File: src/rtl/core/brls_pkg.sv
// Shared types and constants for the Bresenham line stepper.
package brls_pkg;

    localparam int COORD_W            = 16;
    localparam int DELTA_W            = COORD_W + 1;
    localparam int ERR_W              = COORD_W + 2;
    localparam int MAX_POINTS_DEFAULT = 2048;

    typedef logic signed [COORD_W-1:0] coord_t;
    typedef logic signed [DELTA_W-1:0] sdelta_t;
    typedef logic        [DELTA_W-1:0] udelta_t;
    typedef logic signed [ERR_W-1:0]   err_t;

    // Request codes carried in req_type
    typedef enum logic {
        REQ_START = 1'b0,
        REQ_STEP  = 1'b1
    } req_t;

endpackage

File: src/rtl/core/bresenham_line_stepper.sv
// Bresenham line stepper: one point per transaction, start or step requests.
//
// A start request (req_type 0) loads two signed 16-bit endpoints and returns the
// first point; each step request (req_type 1) returns the next point of the line.
// The major axis is the one with the larger absolute delta (ties pick y) and the
// major coordinate always increases. The final point carries last_point; if the
// point count reaches MAX_POINTS-1 the line stops there with truncated and
// last_point both set. Step requests while no line is active are taken and
// give no result. Every request is handled by a single add, compare
// and increment stage between the request port and the result register, so a
// new request can be accepted every cycle; the result register is the only
// buffering, and requests stall only while a result is held by out_ready low.
module bresenham_line_stepper #(
    parameter int MAX_POINTS = brls_pkg::MAX_POINTS_DEFAULT
) (
    input  logic                  clk,
    input  logic                  rst_n,

    input  logic                  in_valid,
    output logic                  in_ready,
    input  logic                  req_type,
    input  brls_pkg::coord_t      start_x,
    input  brls_pkg::coord_t      start_y,
    input  brls_pkg::coord_t      end_x,
    input  brls_pkg::coord_t      end_y,

    output logic                  out_valid,
    input  logic                  out_ready,
    output brls_pkg::coord_t      point_x,
    output brls_pkg::coord_t      point_y,
    output logic                  last_point,
    output logic                  truncated
);

    localparam int                CNT_W     = $clog2(MAX_POINTS);
    localparam logic [CNT_W-1:0]  CNT_LIMIT = CNT_W'(MAX_POINTS - 1);

    // Line state
    brls_pkg::coord_t   cur_x_reg, cur_x_next;
    brls_pkg::coord_t   cur_y_reg, cur_y_next;
    brls_pkg::coord_t   major_end_reg, major_end_next;
    brls_pkg::err_t     error_term_reg, error_term_next;
    brls_pkg::udelta_t  major_delta_reg, major_delta_next;
    brls_pkg::udelta_t  minor_delta_reg, minor_delta_next;
    logic               minor_step_down_reg, minor_step_down_next;
    logic               x_is_major_reg, x_is_major_next;
    logic               line_active_reg, line_active_next;
    logic [CNT_W-1:0]   point_count_reg, point_count_next;

    // Result register
    logic               out_valid_reg, out_valid_next;
    brls_pkg::coord_t   point_x_reg, point_x_next;
    brls_pkg::coord_t   point_y_reg, point_y_next;
    logic               last_point_reg, last_point_next;
    logic               truncated_reg, truncated_next;

    // Start path terms
    brls_pkg::sdelta_t  dx, dy;
    brls_pkg::udelta_t  abs_dx, abs_dy;
    logic               start_x_major;
    logic               start_swap;
    brls_pkg::coord_t   first_x, first_y, last_x, last_y;

    // Step path terms
    brls_pkg::err_t     err_sum;
    brls_pkg::coord_t   minor_inc;

    // Emit terms
    logic               in_accept;
    logic               emit;
    brls_pkg::coord_t   major_pos;
    logic               at_end;
    logic               trunc_hit;

    assign in_accept = in_valid && in_ready;
    assign in_ready  = !out_valid_reg || out_ready;

    // Endpoint ordering for a start request
    always_comb
    begin
        dx            = brls_pkg::sdelta_t'(end_x) - brls_pkg::sdelta_t'(start_x);
        dy            = brls_pkg::sdelta_t'(end_y) - brls_pkg::sdelta_t'(start_y);
        abs_dx        = dx[brls_pkg::DELTA_W-1] ? brls_pkg::udelta_t'(-dx)
                                                : brls_pkg::udelta_t'(dx);
        abs_dy        = dy[brls_pkg::DELTA_W-1] ? brls_pkg::udelta_t'(-dy)
                                                : brls_pkg::udelta_t'(dy);
        start_x_major = abs_dx > abs_dy;
        start_swap    = start_x_major ? dx[brls_pkg::DELTA_W-1] : dy[brls_pkg::DELTA_W-1];
        first_x       = start_swap ? end_x   : start_x;
        first_y       = start_swap ? end_y   : start_y;
        last_x        = start_swap ? start_x : end_x;
        last_y        = start_swap ? start_y : end_y;
    end

    // Next line state and result
    always_comb
    begin
        cur_x_next           = cur_x_reg;
        cur_y_next           = cur_y_reg;
        major_end_next       = major_end_reg;
        error_term_next      = error_term_reg;
        major_delta_next     = major_delta_reg;
        minor_delta_next     = minor_delta_reg;
        minor_step_down_next = minor_step_down_reg;
        x_is_major_next      = x_is_major_reg;
        line_active_next     = line_active_reg;
        point_count_next     = point_count_reg;
        emit                 = 1'b0;

        err_sum   = error_term_reg + brls_pkg::err_t'(minor_delta_reg);
        minor_inc = minor_step_down_reg ? -brls_pkg::coord_t'(1) : brls_pkg::coord_t'(1);

        if (in_accept)
        begin
            case (brls_pkg::req_t'(req_type))
                brls_pkg::REQ_START:
                begin
                    emit                 = 1'b1;
                    x_is_major_next      = start_x_major;
                    cur_x_next           = first_x;
                    cur_y_next           = first_y;
                    point_count_next     = '0;
                    line_active_next     = 1'b1;
                    if (start_x_major)
                    begin
                        major_end_next       = last_x;
                        major_delta_next     = abs_dx;
                        minor_delta_next     = abs_dy;
                        minor_step_down_next = !(last_y > first_y);
                    end
                    else
                    begin
                        major_end_next       = last_y;
                        major_delta_next     = abs_dy;
                        minor_delta_next     = abs_dx;
                        minor_step_down_next = !(last_x > first_x);
                    end
                    error_term_next = -brls_pkg::err_t'(major_delta_next >> 1);
                end
                brls_pkg::REQ_STEP:
                begin
                    if (line_active_reg)
                    begin
                        emit            = 1'b1;
                        error_term_next = err_sum;
                        if (err_sum > 0)
                        begin
                            error_term_next = err_sum - brls_pkg::err_t'(major_delta_reg);
                            if (x_is_major_reg)
                                cur_y_next = cur_y_reg + minor_inc;
                            else
                                cur_x_next = cur_x_reg + minor_inc;
                        end
                        if (x_is_major_reg)
                            cur_x_next = cur_x_next + brls_pkg::coord_t'(1);
                        else
                            cur_y_next = cur_y_next + brls_pkg::coord_t'(1);
                    end
                end
                default:
                begin
                    emit = 1'b0;
                end
            endcase
        end

        // Emit the new current point
        major_pos = x_is_major_next ? cur_x_next : cur_y_next;
        at_end    = major_pos >= major_end_next;
        trunc_hit = 1'b0;
        if (emit)
        begin
            point_count_next = point_count_next + CNT_W'(1);
            trunc_hit        = point_count_next >= CNT_LIMIT;
            if (trunc_hit || at_end)
                line_active_next = 1'b0;
        end

        // Result register update
        point_x_next    = point_x_reg;
        point_y_next    = point_y_reg;
        last_point_next = last_point_reg;
        truncated_next  = truncated_reg;
        if (emit)
        begin
            out_valid_next  = 1'b1;
            point_x_next    = cur_x_next;
            point_y_next    = cur_y_next;
            last_point_next = trunc_hit || at_end;
            truncated_next  = trunc_hit;
        end
        else if (out_ready)
            out_valid_next = 1'b0;
        else
            out_valid_next = out_valid_reg;
    end

    // Control and line state registers
    always_ff @(posedge clk or negedge rst_n)
    begin
        if (!rst_n)
        begin
            cur_x_reg           <= '0;
            cur_y_reg           <= '0;
            major_end_reg       <= '0;
            error_term_reg      <= '0;
            major_delta_reg     <= '0;
            minor_delta_reg     <= '0;
            minor_step_down_reg <= 1'b0;
            x_is_major_reg      <= 1'b0;
            line_active_reg     <= 1'b0;
            point_count_reg     <= '0;
            out_valid_reg       <= 1'b0;
        end
        else
        begin
            cur_x_reg           <= cur_x_next;
            cur_y_reg           <= cur_y_next;
            major_end_reg       <= major_end_next;
            error_term_reg      <= error_term_next;
            major_delta_reg     <= major_delta_next;
            minor_delta_reg     <= minor_delta_next;
            minor_step_down_reg <= minor_step_down_next;
            x_is_major_reg      <= x_is_major_next;
            line_active_reg     <= line_active_next;
            point_count_reg     <= point_count_next;
            out_valid_reg       <= out_valid_next;
        end
    end

    // Result payload
    always_ff @(posedge clk)
    begin
        point_x_reg    <= point_x_next;
        point_y_reg    <= point_y_next;
        last_point_reg <= last_point_next;
        truncated_reg  <= truncated_next;
    end

    assign out_valid  = out_valid_reg;
    assign point_x    = point_x_reg;
    assign point_y    = point_y_reg;
    assign last_point = last_point_reg;
    assign truncated  = truncated_reg;

endmodule

File: config.mk
export PLATFORM = sky130hd
export DESIGN_NAME = bresenham_line_stepper
export DESIGN_NICKNAME = d
export VERILOG_FILES = /design/src/rtl/core/brls_pkg.sv /design/src/rtl/core/bresenham_line_stepper.sv
export SDC_FILE = /design/constraint.sdc
export NUM_CORES = 1
export LEC_CHECK = 0
export BUFFER_PORTS_ARGS = -buffer_cell sky130_fd_sc_hd__buf_4
export CELL_PAD_IN_SITES_DETAIL_PLACEMENT = 1
export CELL_PAD_IN_SITES_GLOBAL_PLACEMENT = 1
export CORE_MARGIN = 4
export CORE_UTILIZATION = 40
export CTS_CLUSTER_SIZE = 14
export DETAILED_ROUTE_END_ITERATION = 10
export HOLD_SLACK_MARGIN = 0.15
export PLACE_DENSITY = 0.71
export SYNTH_ARGS = -nofsm -noshare
export SYNTH_HDL_FRONTEND = slang
export SYNTH_SLANG_ARGS = --single-unit
File: constraint.sdc
create_clock -name clk -period 9.2 [get_ports clk]
set_clock_uncertainty 0.15 [all_clocks]
set_input_delay 0.46 -clock clk [delete_from_list [all_inputs] [get_ports clk]]
set_output_delay 0.46 -clock clk [all_outputs]
set_load 0.02 [all_outputs]
# Yosys cells after proc, flatten, opt, wreduce, memory -nomap -nowiden
# Cells that the tools add are included.
# totals
ff_bits	149
in_bits	69
out_inout_bits	36
word_cells	98
# classes
n_addsub	12
order_cmp	6
n_eq_ne	1
muxes	53
bitwise	1
n_reduce_logical	10
# ops
cell	n
$mux 16	25
$mux 17	6
$pmux 16 s2	2
$mux 18	2
$pmux 18 s2	1
$neg 17->17	2
$sub 16x16->17	2
$mux 11	3
$add 16x16->16	2
$add 16x2->16 const B	2
$gt 16x16->1	2
$add 18x18->18	1
$gt 18x1->1 const B	1
$neg 16->18	1
$sub 18x18->18	1
$gt 17x17->1	1
$ge 16x16->1	1
$mux 1	13
$add 11x1->11 const B	1
$ge 11x11->1 const B	1
$reduce_and 2->1	2
$logic_not 1->1	3
$logic_or 1x1->1	3
$ne 2x1->1 const B	1
other kinds (4)	4

# Logic depth before layout (Yosys ltp)
# Gate-level depths: netlist of run 1.
# depth
ltp_word	17
mapped_depth	48
depth_no_buf	45

# Worst setup path before layout of run 1
# No wires, ideal clock.
# synth_timing
path_kind	in2reg
from	in start_x[4]
to	reg last_point_reg, in the netlist last_point (data pin)
setup_time_ns	0.269
arrival_time_ns	8.455
t_required_ns	8.781
setup_slack_ns	0.326
stages	45
n_path_buf	4
cell_sequence	inv_1 -> ha_1 -> buf_2 -> a21o_1 -> nor2_1 -> a21oi_1 -> o311a_1 -> o31ai_1 -> nand2_1 -> or2_2 -> or2_2 -> o31ai_1 -> xor2_1 -> inv_1 -> ha_1 -> and4_1 -> and3_1 -> nand4_1 -> [9 not listed] -> inv_2 -> buf_2 -> mux2_1 -> ha_1 -> nor2b_1 -> o21a_1 -> o21ai_0 -> nand2b_1 -> a21oi_1 -> nor2b_1 -> o21ai_0 -> nand2b_1 -> a21oi_1 -> nor3_1 -> a2111oi_0 -> xor2_1 -> nor2_1 -> o21ai_0
# synth_between
word_cells_on_any_way	21
cone_classes	add/sub: 2; order compare: 2; mux: 16; reduce/logical: 1
# synth_rtl
element	line_no	rtl
from (decl)	bresenham_line_stepper.sv:22	input brls_pkg::coord_t start_x,
$sub 16x16->17 *	bresenham_line_stepper.sv:81	dx = brls_pkg::sdelta_t'(end_x) - brls_pkg::sdelta_t'(start_x);
$neg 17->17	bresenham_line_stepper.sv:83	abs_dx = dx[brls_pkg::DELTA_W-1] ? brls_pkg::udelta_t'(-dx)
$mux 17 *	bresenham_line_stepper.sv:83	
$gt 17x17->1 *	bresenham_line_stepper.sv:87	start_x_major = abs_dx > abs_dy;
$mux 1 *	bresenham_line_stepper.sv:115	case (brls_pkg::req_t'(req_type))
$mux 1 *	bresenham_line_stepper.sv:113	if (in_accept)
net x_is_major_next	bresenham_line_stepper.sv:46	logic x_is_major_reg, x_is_major_next;
$mux 16 *	bresenham_line_stepper.sv:168	major_pos = x_is_major_next ? cur_x_next : cur_y_next;
$ge 16x16->1 *	bresenham_line_stepper.sv:169	at_end = major_pos >= major_end_next;
$logic_or 1x1->1 *	bresenham_line_stepper.sv:189	last_point_next = trunc_hit || at_end;
to (signal assigned)	bresenham_line_stepper.sv:236	last_point_reg <= last_point_next;
to (decl)	bresenham_line_stepper.sv:54	logic last_point_reg, last_point_next;
# Mark *: on every way through the listed nets, which the timed path passes. The rest lies on a longest branch.
# A chain may end at the register's enable or synchronous reset.

# Final worst setup path of run 1
# layout_timing
from	in end_x[0]
to	reg line_active_reg
# layout_between
elab_chain_len	13
word_cells_on_any_way	23
cone_classes	add/sub: 2; order compare: 2; mux: 18; reduce/logical: 1
# layout_rtl
element	line_no	rtl
from (decl)	bresenham_line_stepper.sv:24	input brls_pkg::coord_t end_x,
$sub 16x16->17 *	bresenham_line_stepper.sv:81	
$neg 17->17	bresenham_line_stepper.sv:83	
$mux 17	bresenham_line_stepper.sv:83	
$gt 17x17->1	bresenham_line_stepper.sv:87	
$mux 1 *	bresenham_line_stepper.sv:88	start_swap = start_x_major ? dx[brls_pkg::DELTA_W-1] : dy[brls_pkg::DELTA_W-1];
$mux 16 *	bresenham_line_stepper.sv:89	first_x = start_swap ? end_x : start_x;
$pmux 16 s2 *	bresenham_line_stepper.sv:115	
$mux 16 *	bresenham_line_stepper.sv:113	
net cur_x_next[10]	bresenham_line_stepper.sv:39	brls_pkg::coord_t cur_x_reg, cur_x_next;
$mux 16 *	bresenham_line_stepper.sv:168	
$ge 16x16->1 *	bresenham_line_stepper.sv:169	
$logic_or 1x1->1 *	bresenham_line_stepper.sv:175	if (trunc_hit || at_end)
$mux 1 *	bresenham_line_stepper.sv:175	
$mux 1 *	bresenham_line_stepper.sv:171	if (emit)
net line_active_next	bresenham_line_stepper.sv:47	logic line_active_reg, line_active_next;
to (signal assigned)	bresenham_line_stepper.sv:225	line_active_reg <= line_active_next;
to (decl)	bresenham_line_stepper.sv:47	
# Marks and branches as above.

==> flow_metrics.py, run 1 <==
metrics = {
    "min_path": {
        "worstHoldEndpoint": "out_valid",
        "worstHoldPathType": "input pin to register",
        "hold_path_startpoint": "out_ready",
        "holdPathStages": 3,
    },
    "drt": {
        "via_count": 16500,
        "vias_per_cell": 5.85,
        "ant_nets": 0,
        "top_layer_used": "met4",
        "wl_met2_um": 29000,
        "wire_per_inst_um": 22.4,
        "post-route-drc-count": 0,
        "drt_iter0_drc": 1278,
        "wl_um": 63100,
        "met1_length_um": 29900,
        "drt_first_pass_iters": 5,
        "wl_met3_um": 2930,
    },
    "synthesis": {
        "syn_avg_cell_area_um2": 7.78,
        "yosys-top-cells-count": "nand2_1 (251), nor2_1 (189), a21oi_1 (164)",
        "yosys.area.top_type": "dfrtp_1",
        "netlist_area_um2": 15800,
        "yosysMostFrequentCell": "nand2_1",
        "async_flop_share_pct": 77.2,
        "ys.flop_type": "dfrtp_1",
        "synth.top_cell.area_share_pct": 18.2,
        "ys_warn_count": 0,
        "syn_nets": 2244,
        "synth_edf_count": 34,
        "ys_ff_latch": 149,
        "synthDistinctLibCells": 91,
        "ys_top_cells_by_area": "dfrtp_1 (18%), ha_1 (10%), edfxtp_1 (6.4%)",
        "postSynthCellCount": 2037,
        "seq_area_frac_synth_pct": 24.6,
    },
    "sta": {
        "finalSetupViolations": 0,
        "final_hold_viol_count": 0,
        "period_share_pct": 94.6,
        "fmax_mhz": 115,
        "final.setup.tns_ns": 0,
        "relSlewSlack_pct": 33.2,
        "finalCriticalPeriod_ns": 8.71,
        "slew_violations": 0,
        "worst_pin_slew_ns": 1.00,
    },
    "worst_setup_path": {
        "rr_worst_depth": 38,
        "critPathTopFamily": "compound AO/OA/AOI/OAI gates",
        "r2r-start": "error_term_reg[0]",
        "crit_type": "input pin to register",
        "reg2reg_to": "line_active_reg",
        "path_buf_inv": 10,
        "cp-start-kind": "input pin",
        "critical_path.most_common_cell": "buf_4",
        "rrSetupSlack_ns": 0.78,
        "cp_slowest_cell": "a211oi_1",
        "cpPeakStageDelay_ns": 0.50,
        "path_max_fanout": 44,
        "worst_ep_arrival_time_ns": 8.88,
        "worstSetupEndpointType": "register",
        "cp.required_ns": 9.38,
    },
    "pwr": {
        "p_per_area_nw_per_um2": 409,
        "ir_drop_mv": 0.149,
        "p_leak_nw": 8.71,
    },
    "outcome": {
        "status": "complete, no violations",
    },
    "floorplanning": {
        "die_area_um2": 42900,
        "initial_utilization_pct": 40.7,
        "core.rowCount": 72,
        "io-pin-count": 105,
        "die_h_um": 207,
        "die-width_um": 207,
        "coreArea_um2": 38900,
    },
    "finish": {
        "largest_reg_flops": 18,
        "utilization_pct": 49.5,
        "area_growth_pct": 21.5,
        "final_nets": 2495,
        "drive_above_1_share_pct": 18.6,
        "diodes": 0,
    },
    "clock_network": {
        "root_buffer": "clkbuf_16",
        "cts-htree-levels": 4,
        "clkSinkCount": 149,
        "clkLatencyLatePin_ns": 0.47,
        "clock_path_buffers": 2,
        "path_clk_slew_ns": 0.07,
        "cts_buffers": 17,
        "cts_tree": "built",
    },
    "placement": {
        "place_congestion": 1.03,
        "portBuffers": 104,
        "dp_hpwl_um": 50300,
    },
    "global_route": {
        "grt_pass1_vias": 16900,
        "grt.total_usage_pct": 28.6,
        "grt_overflow": 0,
        "grt_max_degree": 65,
        "grt_pass1_wl_um": 98900,
        "antenna_found_initial": 0,
    },
    "flow_run": {
        "cap_violations": 0,
    },
}
==> cells in the final DEF, fill, tap and decap left out, types with 8 or more instances in the layout <==
cell type  count
xor2_1        55
o21ai_0      152
nor2_1       188
o31ai_1        9
dfrtp_1      115
buf_4        322
nor3_1        39
nand3_1       41
or3_1         15
and3_1        16
o21ai_1       15
inv_1        124
a21o_1        46
mux2_2        24
and2_1        19
nor2b_1       14
a211oi_1      12
and4_1         9
nand2_1      250
o211ai_1      19
o21bai_1      22
ha_1         131
clkbuf_16     17
or4_1          8
nand2b_1      19
nand4_1       27
o21a_1        12
a221oi_1      20
a31oi_1       13
o22ai_1       24
mux2i_1       49
edfxtp_1      34
xnor2_1       80
a22oi_1        9
a21oi_1      159
==> worst min-delay path: cells and delay by family <==
kind,cells,cell delay (ns)
and+or+nand+nor,2,0.25
buffers and inverters,1,0.07
==> how the worst max path moves through the flow <==
stage / cells past startpoint / startpoint / to / slack [ns]
after floorplan: 45 / start_x[4] / last_point / 0.33
after global placement: 47 / end_x[0] / last_point / -0.13
after detailed placement: 48 / end_x[0] / last_point / -0.48
after CTS: 48 / end_x[0] / last_point / 0.003
after global routing: 48 / end_x[0] / line_active_reg / -0.05
final: 42 / end_x[0] / line_active_reg / 0.49
==> per-layer routing <==
metal	global-route usage, %	up-vias
li1	-	7878
met2	46.2	404
met1	41.2	8162
met3	3.46	57
met5	0	-
met4	6.79	0
==> metrics by stage <==
step	worst slack, ns	hold slack, ns	instance area, µm²	instances	power [mW]
after global placement	-0.126	0.295	18500	2783	6.75
final	0.493	0.225	19200	2819	7.88
after CTS	0.00306	0.218	19100	2816	7.79
after floorplan	0.326	0.0144	15800	2037	5.15
after detailed placement	-0.483	0.300	18500	2783	6.95
after global routing	-0.0501	0.247	19200	2819	8.56
==> final cells by class <==
| type | count | area, µm² |
|---|---|---|
| inverter | 127 | 477 |
| sequential | 149 | 3900 |
| multi-input combinational | 1666 | 11100 |
| clock buffer | 17 | 425 |
| clock inverter | 15 | 190 |
| fill | 4833 | 19700 |
| timing repair buffer | 327 | 2480 |
| tap | 518 | 648 |
==> power breakdown <==
part	internal [mW]	switching (mW)
sequential	0.983	0.289
combinational	2.44	3.40
clock	0.433	0.331
total	3.86	4.02
==> cell families (layout without fill, tap and decap cells) <==
logic type / after synthesis / in the layout / synth area share [%]
fa+ha+maj: 138 / 138 / 11.2
simple gates: 689 / 689 / 20.3
flops: 149 / 149 / 24.6
mux: 79 / 79 / 5.32
compound gates: 625 / 625 / 25.4
xor+xnor: 135 / 135 / 7.46
buf+inv: 222 / 486 / 5.75
==> what timing repair did <==
| item | in CTS | in global routing |
|---|---|---|
| pin swaps | 0 | 7 |
| gates resized for setup | 1 | 25 |
| hold endpoints to repair | 51 | 0 |
| endpoints found under the setup margin | 2 | 2 |
| hold buffers | 1 | 0 |
| buffers inserted | 0 | 3 |
No activity file was read; power rests on OpenSTA's default activity.
==> run 2, diff against run 1 <==
Settings changed: RECOVER_POWER set to 50.
==> flow_metrics.py, run 2 (same netlist as run 1, synthesis figures left out) <==
metrics = {
    "worst_setup_path": {
        "crit_type": "input pin to register",
        "cp_slowest_cell": "or4_1",
        "worstSetupEndpointType": "register",
        "worst_ep_arrival_time_ns": 8.90,
        "critPathTopFamily": "compound AO/OA/AOI/OAI gates",
        "cp-start-kind": "input pin",
        "path_buf_inv": 8,
        "cpPeakStageDelay_ns": 0.53,
        "cp.required_ns": 9.38,
        "path_max_fanout": 44,
    },
    "floorplanning": {
        "die-width_um": 207,
        "coreArea_um2": 38900,
        "die_h_um": 207,
        "initial_utilization_pct": 40.7,
        "die_area_um2": 42900,
        "core.rowCount": 72,
        "io-pin-count": 105,
    },
    "pwr": {
        "p_per_area_nw_per_um2": 411,
        "p_leak_nw": 8.58,
        "p_int_mw": 3.82,
        "switching_share_pct": 51.2,
        "ir_drop_mv": 0.149,
        "power_switching_mw": 4.02,
        "seq_power_share_pct": 16.2,
        "p_comb_share_pct": 74.1,
        "clkPwrFrac_pct": 9.7,
    },
    "clock_network": {
        "clkSinkCount": 149,
        "root_buffer": "clkbuf_16",
        "clock_path_buffers": 2,
        "clkLatencyLatePin_ns": 0.47,
        "cts_tree": "built",
        "cts-htree-levels": 4,
        "path_clk_slew_ns": 0.07,
        "cts_buffers": 17,
    },
    "outcome": {
        "status": "finished, violations left",
        "violations": "capacitance limit, slew limit",
    },
    "finish": {
        "final_common_cell": "buf_4",
        "final_nets": 2495,
        "diodes": 0,
        "drive_above_1_share_pct": 16.9,
        "area_growth_pct": 20.6,
        "largest_reg_flops": 18,
        "mostFrequentLayoutCells": "buf_4 (284), nand2_1 (250), nor2_1 (188)",
    },
    "sta": {
        "finalWorstSetupSlack_ns": 0.481,
        "relSlewSlack_pct": -149,
        "period_share_pct": 94.8,
        "whs_ns": 0.219,
        "fmax_mhz": 115,
        "slew_violations": 164,
        "finalCriticalPeriod_ns": 8.72,
        "final_hold_viol_count": 0,
        "worst_pin_slew_ns": 3.73,
        "finalSetupViolations": 0,
    },
    "drt": {
        "ant_nets": 0,
        "drt_first_pass_iters": 5,
        "wire_per_inst_um": 22.4,
        "via_count": 16500,
        "wl_um": 63100,
        "drt_iter0_drc": 1257,
        "vias_per_cell": 5.85,
        "post-route-drc-count": 0,
    },
    "placement": {
        "preCtsSetupSlack_ns": -0.483,
        "place_congestion": 1.03,
        "dp_hpwl_um": 50300,
        "portBuffers": 104,
    },
    "global_route": {
        "antenna_found_initial": 0,
        "grt_pass1_vias": 16900,
        "grt_max_degree": 65,
        "grt.total_usage_pct": 28.6,
        "grt_pass1_wl_um": 98900,
        "grt_overflow": 0,
    },
    "min_path": {
        "worstHoldPathType": "input pin to register",
    },
    "flow_run": {
        "cap_violations": 3,
    },
}
## run 2: cell count changes in the layout (fill, tap and decap cells not counted)
cell,previous run,this run
and2_0,3,4
and2_1,19,18
buf_4,322,284
clkbuf_1,0,38
inv_1,124,125
inv_2,2,1
o21ai_0,152,153
o21ai_2,3,2
## run 2: stage by stage
step | area, µm² | cells | setup TNS [ns] | utilization, % | total power [mW]
after floorplan | 15800 | 2037 | 0 | - | 5.15
after global placement | 18500 | 2783 | -0.240 | 47.6 | 6.75
after detailed placement | 18500 | 2783 | -0.965 | 47.6 | 6.95
after CTS | 19100 | 2816 | 0 | 49.2 | 7.79
after global routing | 19100 | 2819 | -0.0797 | 49.1 | 8.52
final | 19100 | 2819 | 0 | 49.1 | 7.84
## run 2: cell type report
type / instances / area (µm²)
fill: 4844 / 19800
multi-input combinational: 1666 / 11100
sequential: 149 / 3900
timing repair buffer: 327 / 2340
tap: 518 / 648
inverter: 127 / 477
clock buffer: 17 / 425
clock inverter: 15 / 190
## run 2: worst register-to-register path, delay by kind of cell, from the launching register on
kind / cells / cell delay [ns]
mux: 1 / 0.35
compound gates: 17 / 3.33
flops: 1 / 0.39
buf+inv: 2 / 0.45
fa+ha+maj: 4 / 1.19
simple gates: 12 / 2.11
xor+xnor: 2 / 0.29
## run 2: power by group through the flow
stage	Clock [mW]	Sequential, mW	Combinational (mW)
after floorplan	0	1.23	3.93
after global placement	0	1.26	5.49
after detailed placement	0	1.27	5.68
after CTS	0.775	1.26	5.75
after global routing	0.803	1.30	6.42
final	0.764	1.27	5.81
## run 2: layer usage
metal  track usage [%]  up-vias  part of all wire, %
met2              46.2      405                   46
li1                  -     7877                    -
met5                 0        -                    0
met4              6.79        0                  2.1
met1              41.2     8160                   47
met3              3.46       58                  4.5
## run 2: final timing paths
check / from / to / slack, ns / cells past startpoint
max reg2reg: error_term_reg[0] / line_active_reg / 0.78 / 38
max: end_x[0] / line_active_reg / 0.48 / 42
min reg2reg: major_end_reg[13] / major_end_reg[13] / 0.32 / 2
min: out_ready / out_valid / 0.22 / 3
min in group asynchronous: rst_n / cur_y_reg[8] / 1.53 / 2
max in group asynchronous: rst_n / major_delta_reg[2] / 2.54 / 3
## run 2: timing repair
| action | 4_1_cts | 5_1_grt |
|---|---|---|
| hold buffers | 1 | 0 |
| endpoints found under the hold margin | 51 | 0 |
| gates cloned | 0 | 0 |
| setup endpoints to repair | 2 | 2 |
| resized for setup | 1 | 25 |
| buffers inserted | 0 | 3 |
| pin swaps | 0 | 7 |
==> run 3, diff against run 2 <==
Settings changed: GPL_TIMING_DRIVEN set to 0.
==> flow_metrics.py, run 3 (same netlist as run 1, synthesis figures left out) <==
metrics = {
    "pwr": {
        "p_leak_nw": 8.19,
        "p_per_area_nw_per_um2": 423,
        "fin_total_pwr_mw": 8.11,
        "power_switching_mw": 4.32,
        "switching_share_pct": 53.2,
        "p_comb_share_pct": 75.2,
        "clkPwrFrac_pct": 9.0,
        "seq_power_share_pct": 15.8,
        "ir_drop_mv": 0.172,
        "p_int_mw": 3.79,
    },
    "sta": {
        "final.setup.tns_ns": 0,
        "whs_ns": 0.217,
        "final_hold_viol_count": 0,
        "period_share_pct": 97.7,
        "slew_violations": 118,
        "finalWorstSetupSlack_ns": 0.212,
        "finalSetupViolations": 0,
        "fmax_mhz": 111,
        "finalCriticalPeriod_ns": 8.99,
        "relSlewSlack_pct": -222,
        "worst_pin_slew_ns": 4.82,
    },
    "floorplanning": {
        "die_area_um2": 42900,
        "initial_utilization_pct": 40.7,
        "io-pin-count": 105,
        "coreArea_um2": 38900,
        "core.rowCount": 72,
        "die-width_um": 207,
        "die_h_um": 207,
    },
    "worst_setup_path": {
        "cp_slowest_cell": "or4_4",
        "cpPeakStageDelay_ns": 0.49,
        "reg2reg_to": "last_point",
        "cp-start-kind": "input pin",
        "rr_worst_depth": 30,
        "r2r-start": "minor_delta_reg[0]",
        "crit_type": "input pin to register",
        "cp.required_ns": 9.23,
        "rrSetupSlack_ns": 0.39,
        "path_max_fanout": 10,
        "worst_ep_arrival_time_ns": 9.02,
        "worstSetupEndpointType": "register",
    },
    "outcome": {
        "status": "finished, violations left",
        "violations": "capacitance limit, slew limit",
    },
    "global_route": {
        "grt_pass1_vias": 16900,
        "grt.total_usage_pct": 30.4,
        "grt_max_degree": 81,
        "grt_pass1_wl_um": 103000,
        "antenna_found_initial": 0,
        "grt_overflow": 0,
    },
    "drt": {
        "via_count": 16800,
        "wl_um": 68400,
        "drt_first_pass_iters": 5,
        "drt_iter0_drc": 1154,
        "vias_per_cell": 6.09,
        "post-route-drc-count": 0,
        "wire_per_inst_um": 24.8,
        "ant_nets": 0,
    },
    "clock_network": {
        "cts-htree-levels": 4,
        "clkSinkCount": 149,
        "clkLatencyLatePin_ns": 0.47,
        "cts_tree": "built",
        "path_clk_slew_ns": 0.07,
        "clock_path_buffers": 2,
        "cts_buffers": 17,
        "root_buffer": "clkbuf_16",
    },
    "min_path": {
        "worstHoldPathType": "input pin to register",
        "worstHoldEndpoint": "out_valid",
        "holdPathStages": 3,
        "hold_path_startpoint": "out_ready",
    },
    "finish": {
        "final_common_cell": "nand2_1",
        "utilization_pct": 49.3,
        "mostFrequentLayoutCells": "nand2_1 (251), nor2_1 (183), a21oi_1 (151)",
        "largest_reg_flops": 18,
        "diodes": 0,
        "drive_above_1_share_pct": 16.1,
        "fin_cells": 2760,
        "area_growth_pct": 21.0,
        "final_nets": 2436,
        "postLayoutCellArea_um2": 19200,
    },
    "flow_run": {
        "cap_violations": 2,
    },
    "placement": {
        "preCtsSetupSlack_ns": -2.29,
        "dpl.cell_count": 2661,
        "dp_hpwl_um": 52900,
        "place_congestion": 0.985,
        "portBuffers": 104,
        "placed_area_um2": 17300,
    },
}
==> run 3: cell types whose count changed in the layout (fill, tap and decap cells not counted), moves of 6 or more <==
| cell | before | now |
|---|---|---|
| clkinvlp_4 | 3 | 11 |
| a21oi_2 | 5 | 13 |
| buf_2 | 0 | 6 |
| a221oi_1 | 20 | 14 |
| buf_4 | 284 | 148 |
| clkbuf_1 | 38 | 83 |
| ha_1 | 131 | 118 |
| o21ai_0 | 153 | 145 |
| inv_1 | 125 | 115 |
| a21oi_1 | 159 | 151 |
| ha_4 | 0 | 8 |
| buf_1 | 0 | 7 |
==> run 3: cell type report <==
| cell class | count | area [µm²] |
|---|---|---|
| Fill cell | 4794 | 19700 |
| Multi-Input combinational cell | 1666 | 11700 |
| Sequential cell | 149 | 3900 |
| Timing Repair Buffer | 180 | 1270 |
| Tap cell | 518 | 648 |
| Buffer | 88 | 519 |
| Inverter | 127 | 502 |
| Clock buffer | 18 | 450 |
| Clock inverter | 14 | 143 |
==> run 3: power by group through the flow <==
stage                     logic, mW  clock network [mW]  registers [mW]
after floorplan                3.93                   0            1.23
after global routing           6.65               0.765            1.31
final                          6.10               0.728            1.28
after global placement         5.35                   0            1.27
after detailed placement       5.52                   0            1.28
after CTS                      5.76               0.735            1.27
==> run 3: critical path: cells and delay by family <==
| family | cells | cell delay, ns |
|---|---|---|
| muxes | 2 | 0.59 |
| and+or+nand+nor | 14 | 2.56 |
| adders and majority gates | 3 | 0.85 |
| AOI/OAI and AO/OA | 18 | 3.32 |
| xor gates and xnor gates | 2 | 0.29 |
| buffers and inverters | 6 | 0.90 |
==> run 3: timing repair <==
action	CTS	global route
buffers inserted	29	44
setup endpoints to repair	2	2
gates cloned	0	1
resized for setup	72	133
hold buffers	1	0
endpoints found under the hold margin	35	0
pin swaps	16	51
==> run 3: worst max path at each step <==
stage               startpoint               to  slack (ns)  cells after the start
global placement      end_y[0]       last_point       -2.19                     43
global route        start_y[7]       last_point       -0.19                     47
finish              start_y[7]       last_point        0.21                     45
detailed placement    end_y[0]       last_point       -2.29                     43
CTS                 start_x[5]  line_active_reg        0.01                     48
floorplan           start_x[4]       last_point        0.33                     45
==> run 3: metal layers <==
metal / wire (µm) / global-route usage (%) / part of all wire, %
met1: 30800 / 42.0 / 45
met2: 30600 / 47.7 / 45
met3: 4620 / 5.33 / 6.8
met4: 2420 / 11.2 / 3.5
met5: 0 / 0 / 0
